[src/design/lrt_pkg.sv]
// Shared types, constants and segment table for the lane race timer.
package lrt_pkg;

   // Event codes carried in the op field
   typedef enum logic [2:0] {
      OP_TICK    = 3'd0,
      OP_EDGE    = 3'd1,
      OP_NEW_RUN = 3'd2,
      OP_START   = 3'd3,
      OP_STOP    = 3'd4,
      OP_SET_POS = 3'd5
   } op_type;

   // Configuration register indexes
   localparam logic [1:0] CSR_MIN_RUN       = 2'd0;
   localparam logic [1:0] CSR_DISPLAY_DELAY = 2'd1;
   localparam logic [1:0] CSR_SHOW_FINISH   = 2'd2;

   // What the time display currently shows
   typedef enum logic [1:0] {
      TMODE_DASHES = 2'd0,
      TMODE_FAIL   = 2'd1,
      TMODE_TIME   = 2'd2
   } tmode_type;

   localparam logic [31:0] SEG_DASHES = 32'h4040_4040;
   localparam logic [31:0] SEG_FAIL   = 32'h3830_7771;
   localparam logic [7:0]  SEG_COLON  = 8'h80;
   localparam logic [31:0] FAIL_TIME  = 32'd10000;
   localparam logic [15:0] MIN_RUN_RESET = 16'd1000;
   localparam logic [15:0] DELAY_RESET   = 16'd100;
   localparam logic [3:0]  TENS_MAX      = 4'd15;

   // One item's result plus the display source, handed to the encoder
   typedef struct packed {
      logic        tripped;
      logic        report_valid;
      logic [31:0] report_time;
      logic [3:0]  report_position;
      logic        report_fail;
      tmode_type   time_mode;
      logic [31:0] time_ms;
      logic        place_shown;
      logic [3:0]  place_digit;
   } lrt_snap_type;

   // Seven-segment code of one hex digit
   function automatic logic [7:0] seg_digit(input logic [3:0] d);
      logic [7:0] s;
      case (d)
         4'h0: s = 8'h3F;
         4'h1: s = 8'h06;
         4'h2: s = 8'h5B;
         4'h3: s = 8'h4F;
         4'h4: s = 8'h66;
         4'h5: s = 8'h6D;
         4'h6: s = 8'h7D;
         4'h7: s = 8'h07;
         4'h8: s = 8'h7F;
         4'h9: s = 8'h6F;
         4'hA: s = 8'h77;
         4'hB: s = 8'h7C;
         4'hC: s = 8'h39;
         4'hD: s = 8'h5E;
         4'hE: s = 8'h79;
         default: s = 8'h71;
      endcase
      return s;
   endfunction

   // Exact x / 10 for any 32-bit x: multiply by reciprocal, keep top bits
   function automatic logic [31:0] div10(input logic [31:0] x);
      logic [63:0] p;
      p = {32'd0, x} * 64'h0000_0000_CCCC_CCCD;
      return {3'd0, p[63:35]};
   endfunction

   // x * 10 by shift and add
   function automatic logic [31:0] mul10(input logic [31:0] x);
      return {x[28:0], 3'd0} + {x[30:0], 1'b0};
   endfunction

endpackage

[src/design/lrt_state.sv]
// Event decode, timer state, configuration registers and per-item result.
module lrt_state (
   input  logic                  clock,
   input  logic                  reset,
   input  logic                  accept,
   input  logic                  advance,
   input  logic [2:0]            op,
   input  logic                  stop_fail,
   input  logic [3:0]            position_value,
   input  logic                  csr_write,
   input  logic [1:0]            csr_index,
   input  logic [15:0]           csr_wdata,
   output logic                  snap_valid,
   output lrt_pkg::lrt_snap_type snap
);

   logic [15:0] min_run_ff;
   logic [15:0] delay_ff;
   logic        show_ff;

   logic [31:0] now_ff, now_in;
   logic [31:0] start_ff, start_in;
   logic        active_ff, active_in;
   logic        latch_ff, latch_in;
   logic [31:0] run_time_ff, run_time_in;
   logic [3:0]  place_ff, place_in;
   logic [31:0] stop_ff, stop_in;
   logic        pending_ff, pending_in;
   logic        pfail_ff, pfail_in;
   lrt_pkg::tmode_type tmode_ff, tmode_in;
   logic [31:0] tms_ff, tms_in;
   logic        pshown_ff, pshown_in;
   logic [3:0]  pdigit_ff, pdigit_in;

   logic                  snap_valid_ff;
   lrt_pkg::lrt_snap_type snap_ff, snap_in;

   logic [31:0] tick_now;
   logic [31:0] run_age;
   logic [31:0] stop_age;

   assign tick_now = now_ff + 32'd1;
   assign run_age  = tick_now - start_ff;
   assign stop_age = tick_now - stop_ff;

   // Next state and result of one item
   always_comb begin
      now_in      = now_ff;
      start_in    = start_ff;
      active_in   = active_ff;
      latch_in    = latch_ff;
      run_time_in = run_time_ff;
      place_in    = place_ff;
      stop_in     = stop_ff;
      pending_in  = pending_ff;
      pfail_in    = pfail_ff;
      tmode_in    = tmode_ff;
      tms_in      = tms_ff;
      pshown_in   = pshown_ff;
      pdigit_in   = pdigit_ff;
      snap_in     = '0;
      case (lrt_pkg::op_type'(op))
         lrt_pkg::OP_TICK: begin
            now_in = tick_now;
            if (latch_ff && active_ff) begin
               latch_in = 1'b0;
               snap_in.tripped = (run_age > {16'd0, min_run_ff});
            end else if (pending_ff && (stop_age > {16'd0, delay_ff})) begin
               snap_in.report_time = run_time_ff;
               if (show_ff && !pfail_ff) begin
                  tmode_in  = lrt_pkg::TMODE_TIME;
                  tms_in    = run_time_ff;
                  pshown_in = 1'b1;
                  pdigit_in = place_ff;
               end
               if (pfail_ff) begin
                  tmode_in            = lrt_pkg::TMODE_FAIL;
                  pshown_in           = 1'b0;
                  run_time_in         = lrt_pkg::FAIL_TIME;
                  snap_in.report_time = lrt_pkg::FAIL_TIME;
               end
               snap_in.report_valid    = 1'b1;
               snap_in.report_position = place_ff;
               snap_in.report_fail     = pfail_ff;
               pending_in              = 1'b0;
               pfail_in                = 1'b0;
            end
         end
         lrt_pkg::OP_EDGE: begin
            latch_in = 1'b1;
         end
         lrt_pkg::OP_NEW_RUN: begin
            run_time_in = '0;
            start_in    = '1;
            tmode_in    = lrt_pkg::TMODE_DASHES;
            pshown_in   = 1'b0;
            place_in    = '0;
         end
         lrt_pkg::OP_START: begin
            start_in  = now_ff;
            active_in = 1'b1;
         end
         lrt_pkg::OP_STOP: begin
            run_time_in = now_ff - start_ff;
            active_in   = 1'b0;
            stop_in     = now_ff;
            pending_in  = 1'b1;
            pfail_in    = stop_fail;
         end
         lrt_pkg::OP_SET_POS: begin
            place_in = position_value;
         end
         default: begin
         end
      endcase
      // Displays as they stand after this item
      snap_in.time_mode   = tmode_in;
      snap_in.time_ms     = tms_in;
      snap_in.place_shown = pshown_in;
      snap_in.place_digit = pdigit_in;
   end

   // Configuration registers
   always_ff @(posedge clock) begin
      if (reset) begin
         min_run_ff <= lrt_pkg::MIN_RUN_RESET;
         delay_ff   <= lrt_pkg::DELAY_RESET;
         show_ff    <= 1'b1;
      end else if (csr_write) begin
         unique case (csr_index)
            lrt_pkg::CSR_MIN_RUN:       min_run_ff <= csr_wdata;
            lrt_pkg::CSR_DISPLAY_DELAY: delay_ff   <= csr_wdata;
            lrt_pkg::CSR_SHOW_FINISH:   show_ff    <= csr_wdata[0];
            default: begin
            end
         endcase
      end
   end

   // Timer state, updated on each accepted item
   always_ff @(posedge clock) begin
      if (reset) begin
         now_ff      <= '0;
         start_ff    <= '1;
         active_ff   <= 1'b0;
         latch_ff    <= 1'b0;
         run_time_ff <= '0;
         place_ff    <= '0;
         stop_ff     <= '0;
         pending_ff  <= 1'b0;
         pfail_ff    <= 1'b0;
         tmode_ff    <= lrt_pkg::TMODE_DASHES;
         pshown_ff   <= 1'b0;
      end else if (accept) begin
         now_ff      <= now_in;
         start_ff    <= start_in;
         active_ff   <= active_in;
         latch_ff    <= latch_in;
         run_time_ff <= run_time_in;
         place_ff    <= place_in;
         stop_ff     <= stop_in;
         pending_ff  <= pending_in;
         pfail_ff    <= pfail_in;
         tmode_ff    <= tmode_in;
         pshown_ff   <= pshown_in;
      end
   end

   // Display source payload
   always_ff @(posedge clock) begin
      if (accept) begin
         tms_ff    <= tms_in;
         pdigit_ff <= pdigit_in;
      end
   end

   // Result register
   always_ff @(posedge clock) begin
      if (reset) begin
         snap_valid_ff <= 1'b0;
      end else if (advance) begin
         snap_valid_ff <= accept;
      end
   end

   always_ff @(posedge clock) begin
      if (advance) begin
         snap_ff <= snap_in;
      end
   end

   assign snap_valid = snap_valid_ff;
   assign snap       = snap_ff;

endmodule

[config.mk]
export PLATFORM = sky130hd
export DESIGN_NAME = lrt_state
export DESIGN_NICKNAME = d
export VERILOG_FILES = /design/src/design/lrt_pkg.sv /design/src/design/lrt_state.sv
export SDC_FILE = /design/constraint.sdc
export NUM_CORES = 1
export LEC_CHECK = 0
export ABC_CLOCK_PERIOD_IN_PS = 6000
export BUFFER_PORTS_ARGS = -buffer_cell sky130_fd_sc_hd__clkbuf_2
export CORE_UTILIZATION = 45
export DETAILED_ROUTE_END_ITERATION = 6
export PLACE_DENSITY = 0.67
export REMOVE_ABC_BUFFERS = 1
export SETUP_SLACK_MARGIN = 0.02
export SLEW_MARGIN = 20
export SYNTH_ARGS = -nofsm -noshare
export SYNTH_HDL_FRONTEND = slang
export SYNTH_SLANG_ARGS = --single-unit
export TNS_END_PERCENT = 1
[constraint.sdc]
create_clock -name clock -period 6 [get_ports clock]
set_clock_uncertainty 0.1 [all_clocks]
set_input_delay 0.6 -clock clock [delete_from_list [all_inputs] [get_ports clock]]
set_output_delay 0.6 -clock clock [all_outputs]
set_load 0.05 [all_outputs]
# After elaboration in Yosys (flattened, before gate mapping)
# Index checks and enable logic that the tools add are counted.
classes:
  n_addsub: 4
  mul: 0
  div: 0
  n_lt_le_gt_ge: 2
  n_eq_ne: 10
  n_shift: 0
  muxes: 32
  bitwise: 2
  reduce_logical: 26
ops:
  columns: ["operator", "count"]
  rows:
  - ["two-way mux 32 bit", 7]
  - ["case mux 32 bit (3 select lines)", 1]
  - ["subtractor 32 bit", 3]
  - ["> comparator 32 x 16 -> 1 bit", 2]
  - ["case mux 32 bit (2 select lines)", 1]
  - ["two-way mux 38 bit", 1]
  - ["adder 32 x 1 -> 32 bit (second input constant)", 1]
  - ["AND reduction 2 bit", 9]
  - ["two-way mux 4 bit", 4]
  - ["case mux 1 bit (2 select lines)", 5]
  - ["nonzero test 2 bit", 5]
  - ["two-way mux 2 bit", 4]
  - ["case mux 4 bit (2 select lines)", 1]
  - ["AND reduction 4 bit", 2]
  - ["two-way mux 1 bit", 7]
  - ["== test 3 x 2 -> 1 bit (second input constant)", 2]
  - ["== test 3 bit (second input constant)", 2]
  - ["inequality test 2 bit (second input constant)", 3]
  - ["case mux 2 bit (2 select lines)", 1]
  - ["== test 3 x 1 -> 1 bit (second input constant)", 1]
  - ["logical AND 1 bit", 3]
  - ["logical NOT 3 bit", 1]
  - ["AND reduction 3 bit", 1]
  - ["nonzero test 3 bit", 1]
  - ["other kinds (7)", 8]
totals:
  register_bits: 287
  latch_bits: 0
  mem_bits_rw: 0
  rom_bits: 0
  in_bits: 31
  wordCells: 102
  mem_count: 0

# Depth between registers and ports, before layout
depth:
  ltp_word: 7
  mapped_depth: 26

# Least setup slack after synthesis
# Ideal clock, no wire load.
synth_path:
  path_kind: "reg-to-reg"
  from: "reg now_ff[1]"
  to: "reg snap_ff (netlist bit snap[29]), data pin"
  arrival_ps: 5720
  t_required_ps: 5634
  path_slack_ps: -86
  path_stages_with_launch: 25
  path_buffers: 3
  cell_sequence: "dfxtp_1 ha_1 nand3_1 nor2_1 nand4_1 nor2_1 nand3_1 nor2_1 and3_1 and3_1 nand3_1 xnor2_1 ha_1 clkbuf_1 or2_0 o22ai_1 or4_1 nor4_1 and4b_1 nand4_1 o41a_1 nand4b_1 buf_2 buf_6 mux2_1"
synth_rtl:
  columns: ["item", "line_no", "source"]
  rows:
  - ["start: declaration", "lrt_state.sv:21", "logic [31:0] now_ff, now_in;"]
  - ["start signal: assignment", "lrt_state.sv:155", "now_ff <= now_in;"]
  - ["end signal: assignment", "lrt_state.sv:188", "snap_ff <= snap_in;"]
  - ["end: declaration", "lrt_state.sv:36", "lrt_pkg::lrt_snap_type snap_ff, snap_in;"]

==> flow_summary.ini <==
[sta]
period_share = 0.955
min_period_ns = 5.73
finalSetupViolCount = 0
worstMarginPinSlew_ns = 0.986
rsz0062_at_grt = yes
slew_viol_final = 0
fmax_mhz = 174
relSlewSlack = 0.334
setup_ws_ns = 0.268
finalHoldViolations = 0

[detailed_routing]
wirelength_um = 46100
avgViaCountPerCell = 5.55
drtIter0Drc = 992
drc_errors = 0
drtPass1Iterations = 6
route.vias.total = 14700
wl_per_cell_um = 17.3
drtAntennaViolNets = 0

[placement]
gp_congestion = 0.948
place_hpwl_um = 34400
place_worst_setup_slack_ns = -0.224
port-buffer-count = 109

[floorplanning]
start_util = 0.459
die_x_um = 198
die_h_um = 198
die-area_um2 = 39300
io_pins = 110
num_rows = 71
coreArea_um2 = 37800

[hold_path]
hold_start = stop_fail
hp-class = in2reg
hold_end = pfail_ff$_SDFFE_PP0P_
hold_depth = 3

[synthesis]
synth.distinct_cells = 90
syn_area_um2 = 17300
synth_flop_cell = dfxtp_1
synth_edf_count = 114
synthArstFlopShare = 0
ys_warn_count = 0
netlist_instances = 1940
synth.largest_area_cell = dfxtp_1
synth-seq-cells = 287
yosys-top-cells-area = dfxtp_1 20%, edfxtp_1 20%, ha_1 9.1%, a21oi_1 4.8%, nand2_1 4.5%
postSynthAreaPerCell_um2 = 8.93
seq_area_frac_synth = 0.397
yosysTopAreaCellShare = 0.200

[power_and_ir_drop]
clock_power_share = 0.460
peakVddDrop_v = 0.000132
switching_share = 0.244
power_density_nw_per_um2 = 225
seq_power_share = 0.454
combPwrFrac = 0.086
p_leak_nw = 8.99
p_int_mw = 3.51
p_sw_mw = 1.13

[cells_and_area]
final_layout_size_suffix_gt1_frac = 0.189
antennaDiodeCount = 0
nNetsFinal = 2279
fin_util = 0.547
area_growth_pct = 19.1

[worst_setup_path]
timing.rr.start = now_ff[1]$_SDFFE_PP0P_
cp_data_arrival_time_ns = 5.90
r2r-end = tms_ff[30]$_DFFE_PP_
cp-end-kind = flip-flop
ff2ff_setup_slack_ns = 0.27
cp-start-kind = flip-flop
worstPathRequired_ns = 6.17
criticalPathCategory = reg2reg
reg2regPathDepth = 25
path_max_fanout = 14

[clock_network]
ctsHtreeMaxLevel = 2
cts_sinks = 287
path_clk_slew_ns = 0.06
ctsRootBufferMaster = clkbuf_16
cts_buffers = 34
cts_hold_buf = 0
ctsLongestPathBuffers = 3
worstSkewPairLatency_ns = 0.54
cts_tree = built

[global_route]
grt_max_degree = 69
grt_pass1_wl_um = 72900
antenna_found_initial = 0
grtUsageTotal = 0.232
gr-total-overflow = 0
grt_pass1_vias = 14100

[run]
max-cap-violations = 0

[run_status]
outcome = finished clean
## cells in the mapped netlist (8+ instances only)
cell and number:
nand2_1 208, dfxtp_1 173, a21oi_1 165, inv_1 137, nor2_1 131, ha_1 126
edfxtp_1 114, o21ai_0 98, clkbuf_1 70, xnor2_1 58, xor2_1 53, and2_1 37
a21o_1 36, nand4_1 35, nand3_1 32, nor3_1 32, nor3b_1 31, mux2_2 29
o21a_1 27, a22o_1 26, o211ai_1 25, nand2b_1 24, buf_2 20, or3_1 19
and3_1 17, a31oi_1 16, nor4_1 15, o21bai_1 15, nor2b_1 14, mux2i_1 10
a211oi_1 8
## cell type report
cell class | instances | area, um^2
inverters | 137 | 514
repair buffers | 240 | 1640
fillers | 3410 | 17100
multi-input cells | 1419 | 9800
clock buffers | 48 | 957
flip-flops and latches | 287 | 6890
clock inverters | 14 | 203
well taps | 511 | 639
## flip-flops by register name, summed over array words and instances, names as in the netlist, 2 cells and up
name,cells
snap,78
now_ff,32
run_time_ff,32
start_ff,32
stop_ff,32
tms_ff,32
delay_ff,16
min_run_ff,16
pdigit_ff,4
place_ff,4
tmode_ff,2
## routing by layer
metal / wire [um] / global-route usage / up-vias
li1: - / - / 7295
met1: 22000 / 0.321 / 6952
met2: 20600 / 0.373 / 416
met3: 2240 / 0.0303 / 72
met4: 1250 / 0.0729 / 0
met5: 0 / 0 / -
## layout by cell type (no fill, tap or decap), types with 15 or more instances in the layout
master and n:
a21o_1 36, a21oi_1 161, a22o_1 26, a31oi_1 16
and2_1 37, and3_1 15, buf_4 123, clkbuf_16 36
clkbuf_2 107, dfxtp_1 167, edfxtp_1 114, ha_1 119
inv_1 137, mux2_2 30, nand2_1 207, nand2b_1 24
nand3_1 28, nand4_1 35, nor2_1 123, nor3_1 30
nor3b_1 30, o211ai_1 25, o21a_1 27, o21ai_0 95
o21bai_1 15, or3_1 19, xnor2_1 53, xor2_1 46
## cell families (layout without fill, tap and decap cells)
| logic type | count (synthesis) | count (layout) | share of synthesized area |
|---|---|---|---|
| flops | 287 | 287 | 0.397 |
| simple gates | 624 | 624 | 0.177 |
| mux | 46 | 46 | 0.0292 |
| fa+ha+maj | 129 | 129 | 0.0944 |
| buf+inv | 234 | 439 | 0.0543 |
| xor+xnor | 111 | 111 | 0.0561 |
| compound gates | 509 | 509 | 0.191 |
## how the worst max path moves through the flow
stage	slack (ns)	startpoint	endpoint
after CTS	0.01	now_ff[1]$_SDFFE_PP0P_	snap[5]$_DFFE_PP_
after global placement	-0.21	now_ff[1]$_SDFFE_PP0P_	snap[74]$_SDFFCE_PP0P_
after global routing	-0.06	now_ff[1]$_SDFFE_PP0P_	tms_ff[30]$_DFFE_PP_
after floorplan	-0.98	now_ff[1]$_SDFFE_PP0P_	snap[29]$_DFFE_PP_
after detailed placement	-0.22	now_ff[1]$_SDFFE_PP0P_	snap[74]$_SDFFCE_PP0P_
final	0.27	now_ff[1]$_SDFFE_PP0P_	tms_ff[30]$_DFFE_PP_
## power by group through the flow
stage / registers [mW] / logic [mW] / clock network [mW]
3_5_place_dp: 2.15 / 0.381 / 0
3_3_place_gp: 2.15 / 0.374 / 0
6_report: 2.11 / 0.398 / 2.13
5_1_grt: 2.11 / 0.432 / 2.24
4_1_cts: 2.11 / 0.385 / 2.17
2_1_floorplan: 2.23 / 0.157 / 0
## timing repair
action / in CTS / in global routing
gates cloned: 0 / 4
setup endpoints to repair: 140 / 146
setup buffers: 1 / 6
pin swaps: 1 / 15
resized for setup: 3 / 68
## stage by stage
| stage | hold slack, ns | cell area (um^2) | total power, mW | std cells | TNS, ns |
|---|---|---|---|---|---|
| after floorplan | 0.330 | 16900 | 2.39 | 1843 | -70.26 |
| after global placement | 0.343 | 19000 | 2.52 | 2583 | -5.94 |
| after detailed placement | 0.349 | 19000 | 2.53 | 2583 | -6.83 |
| after CTS | 0.163 | 20200 | 4.67 | 2646 | 0 |
| after global routing | 0.175 | 20600 | 4.78 | 2656 | -2.28 |
| final | 0.186 | 20600 | 4.64 | 2656 | 0 |
## critical path, cell delays in order (launching register included)
cell	delay, ns
dfxtp_2	0.35
ha_2	0.19
nand3_2	0.12
nor2_4	0.11
nand4_1	0.13
nor2_2	0.15
nand3_2	0.10
nor2_2	0.13
and3_1	0.19
and3_4	0.21
nand3_1	0.12
xnor2_2	0.19
ha_1	0.21
a21o_1	0.20
a31oi_4	0.19
o32ai_1	0.10
or4_1	0.49
nor4_2	0.27
buf_4	0.14
and4b_1	0.21
nand4_1	0.14
o41a_1	0.54
nand4b_1	0.18
buf_4	0.16
buf_12	0.16
mux2_2	0.36
Note: power is estimated with default switching activity, not from simulation.
